### config.mk
export PLATFORM = sky130hd
export DESIGN_NAME = line_sensor_pid_steering
export DESIGN_NICKNAME = d
export VERILOG_FILES = /design/src/sv/lsps_pkg.sv /design/src/sv/lsps_front.sv /design/src/sv/lsps_back.sv /design/src/sv/line_sensor_pid_steering.sv
export SDC_FILE = /design/constraint.sdc
export NUM_CORES = 2
export LEC_CHECK = 0
export ABC_CLOCK_PERIOD_IN_PS = 28100
export BUFFER_PORTS_ARGS = -buffer_cell sky130_fd_sc_hd__buf_2
export CELL_PAD_IN_SITES_DETAIL_PLACEMENT = 1
export CELL_PAD_IN_SITES_GLOBAL_PLACEMENT = 2
export CORE_AREA = 2 2 256 284
export CTS_CLUSTER_SIZE = 30
export DETAILED_ROUTE_END_ITERATION = 8
export DIE_AREA = 0 0 258 286
export GPL_TIMING_DRIVEN = 0
export PLACE_DENSITY_LB_ADDON = 0.25
export SYNTH_ARGS = -nofsm -noshare
export SYNTH_HDL_FRONTEND = slang
export SYNTH_HIERARCHICAL = 1
export SYNTH_SLANG_ARGS = --single-unit
export TNS_END_PERCENT = 50
### constraint.sdc
create_clock -name clock -period 28.1 [get_ports clock]
set_input_delay 7.025 -clock clock [delete_from_list [all_inputs] [get_ports clock]]
set_output_delay 7.025 -clock clock [all_outputs]
set_load 0.01 [all_outputs]
### src/sv/lsps_pkg.sv
// Shared types and constants for the line sensor PID steering block.
package lsps_pkg;

   localparam int POS_W   = 3;
   localparam int ERR_W   = 4;
   localparam int DER_W   = 5;
   localparam int GAIN_W  = 12;
   localparam int DUTY_W  = 16;
   localparam int LIM_W   = 13;
   localparam int DRIVE_W = 14;
   localparam int PAT_W   = 8;
   localparam int CSR_IDX_W  = 3;
   localparam int CSR_DATA_W = 16;

   // register indexes
   localparam logic [CSR_IDX_W-1:0] CSR_GAIN_P      = 3'd0;
   localparam logic [CSR_IDX_W-1:0] CSR_GAIN_D      = 3'd1;
   localparam logic [CSR_IDX_W-1:0] CSR_GAIN_I      = 3'd2;
   localparam logic [CSR_IDX_W-1:0] CSR_TARGET      = 3'd3;
   localparam logic [CSR_IDX_W-1:0] CSR_BASE_DUTY   = 3'd4;
   localparam logic [CSR_IDX_W-1:0] CSR_DRIVE_LIMIT = 3'd5;

   // register reset values
   localparam logic [GAIN_W-1:0] GAIN_P_RST      = 12'd700;
   localparam logic [GAIN_W-1:0] GAIN_D_RST      = 12'd300;
   localparam logic [GAIN_W-1:0] GAIN_I_RST      = 12'd20;
   localparam logic [POS_W-1:0]  TARGET_RST      = 3'd3;
   localparam logic [DUTY_W-1:0] BASE_DUTY_RST   = 16'd12000;
   localparam logic [LIM_W-1:0]  DRIVE_LIMIT_RST = 13'd3999;

   localparam logic [POS_W-1:0] POS_CENTER = 3'd3;
   localparam logic [POS_W-1:0] POS_LEFT_EDGE  = 3'd0;
   localparam logic [POS_W-1:0] POS_RIGHT_EDGE = 3'd6;

   // sensor patterns for each position
   localparam logic [PAT_W-1:0] PAT_POS0 = 8'h78;
   localparam logic [PAT_W-1:0] PAT_POS1 = 8'h70;
   localparam logic [PAT_W-1:0] PAT_POS2 = 8'h60;
   localparam logic [PAT_W-1:0] PAT_POS3 = 8'h44;
   localparam logic [PAT_W-1:0] PAT_POS4 = 8'h0C;
   localparam logic [PAT_W-1:0] PAT_POS5 = 8'h1C;
   localparam logic [PAT_W-1:0] PAT_POS6 = 8'h3C;

   typedef struct packed {
      logic             known;
      logic [POS_W-1:0] pos;
   } item_type;

   typedef struct packed {
      logic [GAIN_W-1:0] gain_p;
      logic [GAIN_W-1:0] gain_d;
      logic [GAIN_W-1:0] gain_i;
      logic [POS_W-1:0]  target;
      logic [DUTY_W-1:0] base_duty;
      logic [LIM_W-1:0]  drive_limit;
   } cfg_type;

endpackage

### src/sv/lsps_front.sv
// Front end: decodes the sensor byte and holds it in a two-entry queue.
module lsps_front import lsps_pkg::*; (
   input  logic             clock,
   input  logic             reset,
   input  logic             req_valid,
   output logic             req_ready,
   input  logic [PAT_W-1:0] req_sensor_pattern,
   output logic             q_valid,
   output item_type         q_item,
   input  logic             q_pop
);

   item_type   slot_ff [2];
   logic       wr_ptr_ff, wr_ptr_in;
   logic       rd_ptr_ff, rd_ptr_in;
   logic [1:0] count_ff, count_in;
   item_type   dec;
   logic       push;

   always_comb begin
      dec.known = 1'b1;
      dec.pos   = POS_CENTER;
      case (req_sensor_pattern)
         PAT_POS0: dec.pos = 3'd0;
         PAT_POS1: dec.pos = 3'd1;
         PAT_POS2: dec.pos = 3'd2;
         PAT_POS3: dec.pos = 3'd3;
         PAT_POS4: dec.pos = 3'd4;
         PAT_POS5: dec.pos = 3'd5;
         PAT_POS6: dec.pos = 3'd6;
         default:  dec.known = 1'b0;
      endcase
   end

   assign req_ready = (count_ff != 2'd2);
   assign push      = req_valid && req_ready;
   assign q_valid   = (count_ff != 2'd0);
   assign q_item    = slot_ff[rd_ptr_ff];

   always_comb begin
      wr_ptr_in = wr_ptr_ff ^ push;
      rd_ptr_in = rd_ptr_ff ^ q_pop;
      count_in  = count_ff + {1'b0, push} - {1'b0, q_pop};
   end

   always_ff @(posedge clock) begin
      if (reset) begin
         wr_ptr_ff <= 1'b0;
         rd_ptr_ff <= 1'b0;
         count_ff  <= 2'd0;
      end else begin
         wr_ptr_ff <= wr_ptr_in;
         rd_ptr_ff <= rd_ptr_in;
         count_ff  <= count_in;
      end
   end

   always_ff @(posedge clock) begin
      if (push) begin
         slot_ff[wr_ptr_ff] <= dec;
      end
   end

endmodule

### src/sv/lsps_back.sv
// Back end: PID state update, gain multiplies, clamp and duty saturation.
module lsps_back import lsps_pkg::*; #(
   parameter int SUM_WIDTH = 24
) (
   input  logic              clock,
   input  logic              reset,
   input  cfg_type           cfg,
   input  logic              q_valid,
   input  item_type          q_item,
   output logic              q_pop,
   output logic              rsp_valid,
   input  logic              rsp_ready,
   output logic [DUTY_W-1:0] rsp_left_duty,
   output logic [DUTY_W-1:0] rsp_right_duty,
   output logic [POS_W-1:0]  rsp_line_position,
   output logic signed [DRIVE_W-1:0] rsp_steer_drive
);

   localparam int PI_W  = GAIN_W + 1 + SUM_WIDTH;
   localparam int TOT_W = SUM_WIDTH + 15;
   localparam int DS_W  = DUTY_W + 2;
   localparam logic signed [SUM_WIDTH-1:0] SUM_MAX = {1'b0, {(SUM_WIDTH-1){1'b1}}};
   localparam logic signed [SUM_WIDTH-1:0] SUM_MIN = {1'b1, {(SUM_WIDTH-1){1'b0}}};

   // controller state
   logic [POS_W-1:0]            held_ff;
   logic signed [ERR_W-1:0]     last_err_ff;
   logic signed [SUM_WIDTH-1:0] sum_ff;
   logic signed [DRIVE_W-1:0]   drive_ff;

   // stage registers
   logic                        v1_ff, v2_ff, v3_ff;
   logic                        chg1_ff, chg2_ff;
   logic [POS_W-1:0]            pos1_ff, pos2_ff, pos3_ff;
   logic signed [ERR_W-1:0]     err1_ff;
   logic signed [DER_W-1:0]     der1_ff;
   logic signed [SUM_WIDTH-1:0] sum1_ff;
   logic signed [ERR_W+GAIN_W:0] pp_ff;
   logic signed [DER_W+GAIN_W:0] pd_ff;
   logic signed [PI_W-1:0]      pi_ff;
   logic signed [DRIVE_W-1:0]   drv3_ff;

   logic                        advance;
   logic                        chg;
   logic signed [ERR_W-1:0]     err;
   logic signed [DER_W-1:0]     der;
   logic signed [SUM_WIDTH:0]   sum_wide;
   logic signed [SUM_WIDTH-1:0] sum_sat;
   logic [POS_W-1:0]            pos_after;
   logic signed [ERR_W+GAIN_W:0] pp;
   logic signed [DER_W+GAIN_W:0] pd;
   logic signed [PI_W-1:0]      pi;
   logic signed [TOT_W-1:0]     total;
   logic signed [TOT_W-1:0]     lim_w;
   logic signed [TOT_W-1:0]     clamped;
   logic signed [DRIVE_W-1:0]   drv3;
   logic signed [DS_W-1:0]      base_w;
   logic signed [DS_W-1:0]      left_w;
   logic signed [DS_W-1:0]      right_w;
   logic [DUTY_W-1:0]           left_sat;
   logic [DUTY_W-1:0]           right_sat;

   // whole pipeline moves unless the output word is stalled
   assign advance = !rsp_valid || rsp_ready;
   assign q_pop   = advance && q_valid;

   // stage 1: position change, error, derivative, integral
   always_comb begin
      chg = q_item.known && (q_item.pos != held_ff);
      err = $signed({1'b0, cfg.target}) - $signed({1'b0, q_item.pos});
      der = $signed({err[ERR_W-1], err}) - $signed({last_err_ff[ERR_W-1], last_err_ff});
      sum_wide = $signed({sum_ff[SUM_WIDTH-1], sum_ff})
               + $signed({{(SUM_WIDTH+1-ERR_W){err[ERR_W-1]}}, err});
      if (sum_wide[SUM_WIDTH] != sum_wide[SUM_WIDTH-1]) begin
         sum_sat = sum_wide[SUM_WIDTH] ? SUM_MIN : SUM_MAX;
      end else begin
         sum_sat = sum_wide[SUM_WIDTH-1:0];
      end
      pos_after = chg ? q_item.pos : held_ff;
   end

   // stage 2: gain products
   always_comb begin
      pp = $signed({{(ERR_W+1){1'b0}}, cfg.gain_p})
         * $signed({{(GAIN_W+1){err1_ff[ERR_W-1]}}, err1_ff});
      pd = $signed({{(DER_W+1){1'b0}}, cfg.gain_d})
         * $signed({{(GAIN_W+1){der1_ff[DER_W-1]}}, der1_ff});
      pi = $signed({{(SUM_WIDTH+1){1'b0}}, cfg.gain_i})
         * $signed({{(GAIN_W+1){sum1_ff[SUM_WIDTH-1]}}, sum1_ff});
   end

   // stage 3: sum, clamp, edge override; unchanged words take the held drive
   always_comb begin
      total = $signed({{(TOT_W-ERR_W-GAIN_W-1){pp_ff[ERR_W+GAIN_W]}}, pp_ff})
            + $signed({{(TOT_W-DER_W-GAIN_W-1){pd_ff[DER_W+GAIN_W]}}, pd_ff})
            + $signed({{(TOT_W-PI_W){pi_ff[PI_W-1]}}, pi_ff});
      lim_w = $signed({{(TOT_W-LIM_W){1'b0}}, cfg.drive_limit});
      if (total > lim_w) begin
         clamped = lim_w;
      end else if (total < -lim_w) begin
         clamped = -lim_w;
      end else begin
         clamped = total;
      end
      if (pos2_ff == POS_LEFT_EDGE) begin
         clamped = lim_w;
      end else if (pos2_ff == POS_RIGHT_EDGE) begin
         clamped = -lim_w;
      end
      drv3 = chg2_ff ? clamped[DRIVE_W-1:0] : drive_ff;
   end

   // stage 4: duty saturation
   always_comb begin
      base_w  = $signed({2'b00, cfg.base_duty});
      left_w  = base_w - $signed({{(DS_W-DRIVE_W){drv3_ff[DRIVE_W-1]}}, drv3_ff});
      right_w = base_w + $signed({{(DS_W-DRIVE_W){drv3_ff[DRIVE_W-1]}}, drv3_ff});
      if (left_w[DS_W-1]) begin
         left_sat = '0;
      end else if (left_w[DUTY_W]) begin
         left_sat = '1;
      end else begin
         left_sat = left_w[DUTY_W-1:0];
      end
      if (right_w[DS_W-1]) begin
         right_sat = '0;
      end else if (right_w[DUTY_W]) begin
         right_sat = '1;
      end else begin
         right_sat = right_w[DUTY_W-1:0];
      end
   end

   always_ff @(posedge clock) begin
      if (reset) begin
         held_ff     <= POS_CENTER;
         last_err_ff <= '0;
         sum_ff      <= '0;
         drive_ff    <= '0;
         v1_ff       <= 1'b0;
         v2_ff       <= 1'b0;
         v3_ff       <= 1'b0;
         rsp_valid   <= 1'b0;
      end else if (advance) begin
         if (q_valid && chg) begin
            held_ff     <= q_item.pos;
            last_err_ff <= err;
            sum_ff      <= sum_sat;
         end
         if (v2_ff && chg2_ff) begin
            drive_ff <= clamped[DRIVE_W-1:0];
         end
         v1_ff     <= q_valid;
         v2_ff     <= v1_ff;
         v3_ff     <= v2_ff;
         rsp_valid <= v3_ff;
      end
   end

   always_ff @(posedge clock) begin
      if (advance) begin
         chg1_ff <= chg;
         pos1_ff <= pos_after;
         err1_ff <= err;
         der1_ff <= der;
         sum1_ff <= sum_sat;

         chg2_ff <= v1_ff && chg1_ff;
         pos2_ff <= pos1_ff;
         pp_ff   <= pp;
         pd_ff   <= pd;
         pi_ff   <= pi;

         pos3_ff <= pos2_ff;
         drv3_ff <= drv3;

         rsp_left_duty     <= left_sat;
         rsp_right_duty    <= right_sat;
         rsp_line_position <= pos3_ff;
         rsp_steer_drive   <= drv3_ff;
      end
   end

endmodule

### src/sv/line_sensor_pid_steering.sv
// Line sensor PID steering: top level with register file, front end and back end.
//
// Input channel req_*: one raw sensor byte per word, valid/ready handshake.
// Result channel rsp_*: one word per input word, in order: left and right
// duty (base minus/plus drive, saturated to 16 bits), held line position and
// the signed steering drive.
// Register port csr_*: a write with csr_write_en high stores csr_wdata into
// the register named by csr_index; unknown indexes are dropped. Write only
// while no word is in flight.
// Throughput: one word per cycle while rsp_ready does not stall the back end.
// An accepted word is registered in the two-entry decode queue and then in
// the stages of state update, gain multiply, sum and clamp, and duty register.
// A stalled rsp_ready freezes the back end; the queue keeps taking words
// until its two entries are full, then req_ready drops.
// Reset (synchronous, active high) restores all registers to defaults,
// centers the held position and clears error, integral and drive.
module line_sensor_pid_steering import lsps_pkg::*; #(
   parameter int SUM_WIDTH = 24
) (
   input  logic                  clock,
   input  logic                  reset,
   input  logic                  req_valid,
   output logic                  req_ready,
   input  logic [PAT_W-1:0]      req_sensor_pattern,
   output logic                  rsp_valid,
   input  logic                  rsp_ready,
   output logic [DUTY_W-1:0]     rsp_left_duty,
   output logic [DUTY_W-1:0]     rsp_right_duty,
   output logic [POS_W-1:0]      rsp_line_position,
   output logic signed [DRIVE_W-1:0] rsp_steer_drive,
   input  logic                  csr_write_en,
   input  logic [CSR_IDX_W-1:0]  csr_index,
   input  logic [CSR_DATA_W-1:0] csr_wdata
);

   cfg_type  cfg_ff, cfg_in;
   logic     q_valid;
   item_type q_item;
   logic     q_pop;

   always_comb begin
      cfg_in = cfg_ff;
      if (csr_write_en) begin
         case (csr_index)
            CSR_GAIN_P:      cfg_in.gain_p      = csr_wdata[GAIN_W-1:0];
            CSR_GAIN_D:      cfg_in.gain_d      = csr_wdata[GAIN_W-1:0];
            CSR_GAIN_I:      cfg_in.gain_i      = csr_wdata[GAIN_W-1:0];
            CSR_TARGET:      cfg_in.target      = csr_wdata[POS_W-1:0];
            CSR_BASE_DUTY:   cfg_in.base_duty   = csr_wdata[DUTY_W-1:0];
            CSR_DRIVE_LIMIT: cfg_in.drive_limit = csr_wdata[LIM_W-1:0];
            default:         cfg_in = cfg_ff;
         endcase
      end
   end

   always_ff @(posedge clock) begin
      if (reset) begin
         cfg_ff.gain_p      <= GAIN_P_RST;
         cfg_ff.gain_d      <= GAIN_D_RST;
         cfg_ff.gain_i      <= GAIN_I_RST;
         cfg_ff.target      <= TARGET_RST;
         cfg_ff.base_duty   <= BASE_DUTY_RST;
         cfg_ff.drive_limit <= DRIVE_LIMIT_RST;
      end else begin
         cfg_ff <= cfg_in;
      end
   end

   lsps_front u_front (
      .clock              (clock),
      .reset              (reset),
      .req_valid          (req_valid),
      .req_ready          (req_ready),
      .req_sensor_pattern (req_sensor_pattern),
      .q_valid            (q_valid),
      .q_item             (q_item),
      .q_pop              (q_pop)
   );

   lsps_back #(
      .SUM_WIDTH (SUM_WIDTH)
   ) u_back (
      .clock             (clock),
      .reset             (reset),
      .cfg               (cfg_ff),
      .q_valid           (q_valid),
      .q_item            (q_item),
      .q_pop             (q_pop),
      .rsp_valid         (rsp_valid),
      .rsp_ready         (rsp_ready),
      .rsp_left_duty     (rsp_left_duty),
      .rsp_right_duty    (rsp_right_duty),
      .rsp_line_position (rsp_line_position),
      .rsp_steer_drive   (rsp_steer_drive)
   );

endmodule

After elaboration in Yosys (flattened, before gate mapping) --
Memories as Yosys holds them, arrays and structs flattened. A register that Yosys moved wholly into a read port is not among the register bits. Cells that the tools add are included.
Word-level totals: bits in registers 300, bits in writable memories 8, input bits 32, output and inout bits 51, logic and storage cells 102, memories kept 1
Operators by class: add/sub/neg operators 10, multipliers 3, order comparisons 2, equal/unequal tests 16, muxes and demuxes 15, bitwise operators 2, reductions and logical operators 20
Memories:
- u_front.slot_ff | words 2, width 4, rd ports 1, clocked after memory_dff 1, write ports 1, line lsps_front.sv:13 | item_type slot_ff [2];
Operator list (number):
- 14-bit 2-to-1 mux | 5
- 24-bit 2-to-1 mux | 2
- 38-bit by 39-bit < comparator with 1-bit output | 1
- 13-bit negator with 39-bit output | 1
- 19-bit by 37-bit adder with 38-bit output | 1
- 38-bit by 14-bit > comparator with 1-bit output | 1
- 13-bit by 24-bit multiplier with 37-bit output | 1
- 8-bit by 7-bit equality test with 1-bit output, second input constant | 4
- 16-bit 2-to-1 mux | 2
- 24-bit by 4-bit adder with 25-bit output | 1
- 17-bit by 18-bit adder with 19-bit output | 1
- 17-bit by 14-bit adder with 18-bit output | 1
- 13-bit by 5-bit multiplier with 18-bit output | 1
- 3-bit one-hot mux with 6 select lines | 1
- 17-bit by 14-bit subtractor with 18-bit output | 1
- 13-bit by 4-bit multiplier with 17-bit output | 1
- 2-bit AND reduction | 8
- 3-bit equality test, second input constant | 3
- 8-bit by 4-bit equality test with 1-bit output, second input constant | 1
- 8-bit by 5-bit equality test with 1-bit output, second input constant | 1
- 8-bit by 6-bit equality test with 1-bit output, second input constant | 1
- 7-bit OR reduction | 1
- 3-bit by 2-bit equality test with 1-bit output, second input constant | 2
- 1-bit logical AND | 6
- other kinds (15) | 20

Longest topological paths before layout --
word-level depth 8, gate-level depth with buffers 26, depth with buffers taken out 25

Cells and area by module --
The synthesis kept the hierarchy.
By module, submodules not included:
- lsps_back | instances 1, cells each 3077, area each 29030.3 µm², seq. area each 6356.1 µm²
- line_sensor_pid_steering | instances 1, cells each 259, area each 2703.8 µm², seq. area each 1361.3 µm²
- lsps_front | instances 1, cells each 52, area each 625.6 µm², seq. area each 320.3 µm²

Worst setup path after synthesis --
OpenSTA, ideal clock, no wires.
path type in2reg, start point input rsp_ready, end point register u_back.sum_ff[10], setup time 0.074 ns, arrival 13.927 ns, required time 28.026 ns, path slack 14.099 ns, stages 8, buffers on the path 3, cells stage by stage nand2b_1 -> clkbuf_1 -> and2_1 -> and2_1 -> clkbuf_1 -> or3b_2 -> clkbuf_1 -> o21ai_0
Between the ends: longest elaborated chain between the ends 2
Ends and longest elaborated chain:
- start, declared | line line_sensor_pid_steering.sv:26 | input logic rsp_ready,
- 1-bit logical OR | line lsps_back.sv:64 | assign advance = !rsp_valid || rsp_ready;
- named net u_back.advance | line lsps_back.sv:43 | logic advance;
- 2-bit AND reduction (no line)
- end signal, assigned | line lsps_back.sv:148 | sum_ff <= sum_sat;
- end, declared | line lsps_back.sv:28 | logic signed [SUM_WIDTH-1:0] sum_ff;
The timed path passes the listed nets, and every way through them passes these cells. A chain may end at the register's enable or synchronous reset.

Worst setup path after layout --
start point input rsp_ready, end point register u_back.drive_ff[1]
Between the ends: longest elaborated chain between the ends 2
Ends and longest elaborated chain:
- 1-bit logical OR | line lsps_back.sv:64
- named net u_back.advance | line lsps_back.sv:43
- 2-bit AND reduction (no line)
- end signal, assigned | line lsps_back.sv:151 | drive_ff <= clamped[DRIVE_W-1:0];
- end, declared | line lsps_back.sv:29 | logic signed [DRIVE_W-1:0] drive_ff;
The timed path passes the listed nets, and every way through them passes these cells.

==> results.cfg <==
[outcome]
status = finished, final reports clean

[yosys]
synthDistinctLibCells = 95
netlist_instances = 3388
synth_area_leader_cell = fa_1
synthTopCellsByArea = fa_1 (22%), edfxtp_1 (17%), ha_1 (12%)
avgSynthCellArea_um2 = 9.551
ys_async_sr_fraction_pct = 0
synth_nets = 4080
synth_edf_count = 187
ys.flop_type = edfxtp_1
syn_area_um2 = 32360
ys_seq_elements = 308
synth_seq_area_share_pct = 24.84
yosysTopAreaCellShare_pct = 21.84
ys_warn_count = 6

[clock_network]
cts.hold.buffers_added = 0
clk_latency_ns = 0.58
clock_sinks = 308
cts_buffers = 39
cts.path.max_buffers = 3
cts_tree = done
cts_setup_buffers = 0
cts_resized = 0
clkSlewWorstSetupHoldPaths_ns = 0.06
root_buffer = clkbuf_16
htree_levels = 2

[sta]
rsz0062_at_grt = false
period_share_pct = 32.19
clock-skew-final_ns = 0.02130
maxSlewHeadroom_pct = 15.48
worst_pin_slew_ns = 1.268
setup_tns_ns = 0
hold_viol_final = 0
slew_violations = 0
fmax_mhz = 110.5
fin_crit_ns = 9.046
setup_viol = 0

[setup_path]
cp-end-kind = register
cp.arrival_ns = 9.54
cp-startpoint = rsp_ready
crit_fanout = 67
r2r-start = u_back/pd_ff[17]
worst_setup_path_start_kind = primary input
crit_required_ns = 28.59
path_class = in2reg

[detailed_routing]
drt_iter0_markers = 1079
dr.pass1.iters = 5
vias = 24820
wirelength_um = 97520
final_antenna_net_count = 0
wl_per_cell_um = 21.71
drc = 0
via_per_inst = 5.526

[placement]
dp.final_hpwl_um = 80660
numPortBuffers = 82
placed_area_um2 = 34080
gp_congestion = 0.8999

[global_route]
track_usage_pct = 27.00
grt_pass1_vias = 27660
antenna_found_initial = 5
grt_pass1_wl_um = 155400
overflow = 0
grt_max_degree = 68

[worst_hold_path]
hold_class = reg2reg
worstHoldStart = u_back/pos3_ff[2]

[floorplan]
start_util_pct = 45.57
rows = 103
coreArea_um2 = 71010
die_y_um = 286
die_w_um = 258
io_pins = 83
dieArea_um2 = 73790

[cells_and_area]
area_growth_pct = 9.372
drive_above_1_share_pct = 5.867
final_common_cell = inv_1
mostFrequentLayoutCells = inv_1 (465), fa_1 (353), ha_1 (307)
nNetsFinal = 4208
fill_cells = 8141
finish.instance_area_um2 = 35390

[run]
maxCapViolCount = 0
## worst max-delay path, stage by stage
cell	delay, ns
buf_2	0.07
nand2b_1	0.08
clkbuf_4	0.15
buf_16	0.30
buf_16	0.34
and3_1	0.22
clkbuf_1	0.42
clkbuf_1	0.49
o21ai_0	0.16
a21oi_1	0.16
## per-stage QoR
stage / setup WS, ns / std cells / util, % / hold slack (ns)
global placement: 11.02 / 4415 / 47.81 / 0.4080
floorplan: 14.10 / 3388 / - / 0.4003
detailed placement: 18.43 / 4420 / 48.00 / 0.4102
CTS: 19.06 / 4490 / 49.83 / 0.4222
global route: 18.84 / 4490 / 49.84 / 0.4429
finish: 19.05 / 4492 / 49.84 / 0.4207
## synth_stat cells (all sizes together) (5+ instances only)
master     n
o31ai     10
dfxtp    121
buf       13
or3       14
fa       353
nand4     23
a31oi     30
ha       307
and2     213
o21a      25
and4       9
nor2b     26
a21boi    14
nand2    305
mux2i     78
edfxtp   187
and3      16
a2111oi   12
clkbuf   110
o21ai    130
a21o      50
xnor2    106
nor2     167
nand3b     6
nand2b    95
a211oi    11
mux2       9
xor2      42
nand3     36
inv      466
o211ai    11
o41ai      6
nor3      40
a21oi    195
o311ai     5
o31a       8
a311oi     5
nor4      12
or2        8
o21bai    18
maj3      20
o211a      5
## routing by layer
metal / share of wire [%] / vias to the layer above / wire, µm / GRT usage, %
met4: 3.5 / 2 / 3383 / 8.931
met5: 0.011 / - / 11 / 0
met1: 40 / 12690 / 39120 / 31.24
met3: 2.9 / 159 / 2832 / 2.747
met2: 53 / 417 / 52170 / 51.61
li1: - / 11560 / - / -
## area by class of cell
cell class / count / area [µm²] / share of cell area [%]
Clock buffer: 57 / 1181 / 3.337
Sequential cell: 308 / 8038 / 22.71
Buffer: 123 / 496.7 / 1.403
Inverter: 466 / 1749 / 4.942
Antenna cell: 2 / 5.005 / 0.01414
Clock inverter: 13 / 118.9 / 0.3358
Timing Repair Buffer: 87 / 525.5 / 1.485
Tap cell: 945 / 1182 / 3.341
Multi-Input combinational cell: 2491 / 22100 / 62.43
## state kept, by name, indices dropped and copies added, names as in the netlist, 5 cells and up
signal,flops
cfg_ff,68
u_back/der1_ff,5
u_back/drive_ff,14
u_back/drv3_ff,14
u_back/pd_ff,18
u_back/pi_ff,37
u_back/pp_ff,17
u_back/rsp_left_duty,16
u_back/rsp_right_duty,16
u_back/rsp_steer_drive,14
u_back/sum1_ff,24
u_back/sum_ff,24
u_front/slot_ff,8
## cell families (layout without fill, tap and decap cells)
kind of cell / Yosys count / count (layout) / synth area share [%]
other: 0 / 2 / 0
adder cells (fa/ha/maj): 680 / 680 / 34.33
multiplexers: 87 / 87 / 2.726
XOR/XNOR: 148 / 148 / 4.006
AO/OA/AOI/OAI: 581 / 581 / 11.37
AND/OR/NAND/NOR: 995 / 995 / 15.80
buffers and inverters: 589 / 746 / 6.929
flip-flops: 308 / 308 / 24.84
## final timing paths
| path | endpoint | slack [ns] | depth (start not counted) |
|---|---|---|---|
| max | u_back/drive_ff[1] | 19.05 | 10 |
| min | u_back/rsp_line_position[2] | 0.42 | 0 |
| max reg2reg | u_back/drv3_ff[0] | 20.00 | 22 |
| min reg2reg | u_back/rsp_line_position[2] | 0.42 | 0 |
Power is left out: the tool's default activity adds up to more than one toggle a clock period on the data nets, which glitch-free logic cannot reach.
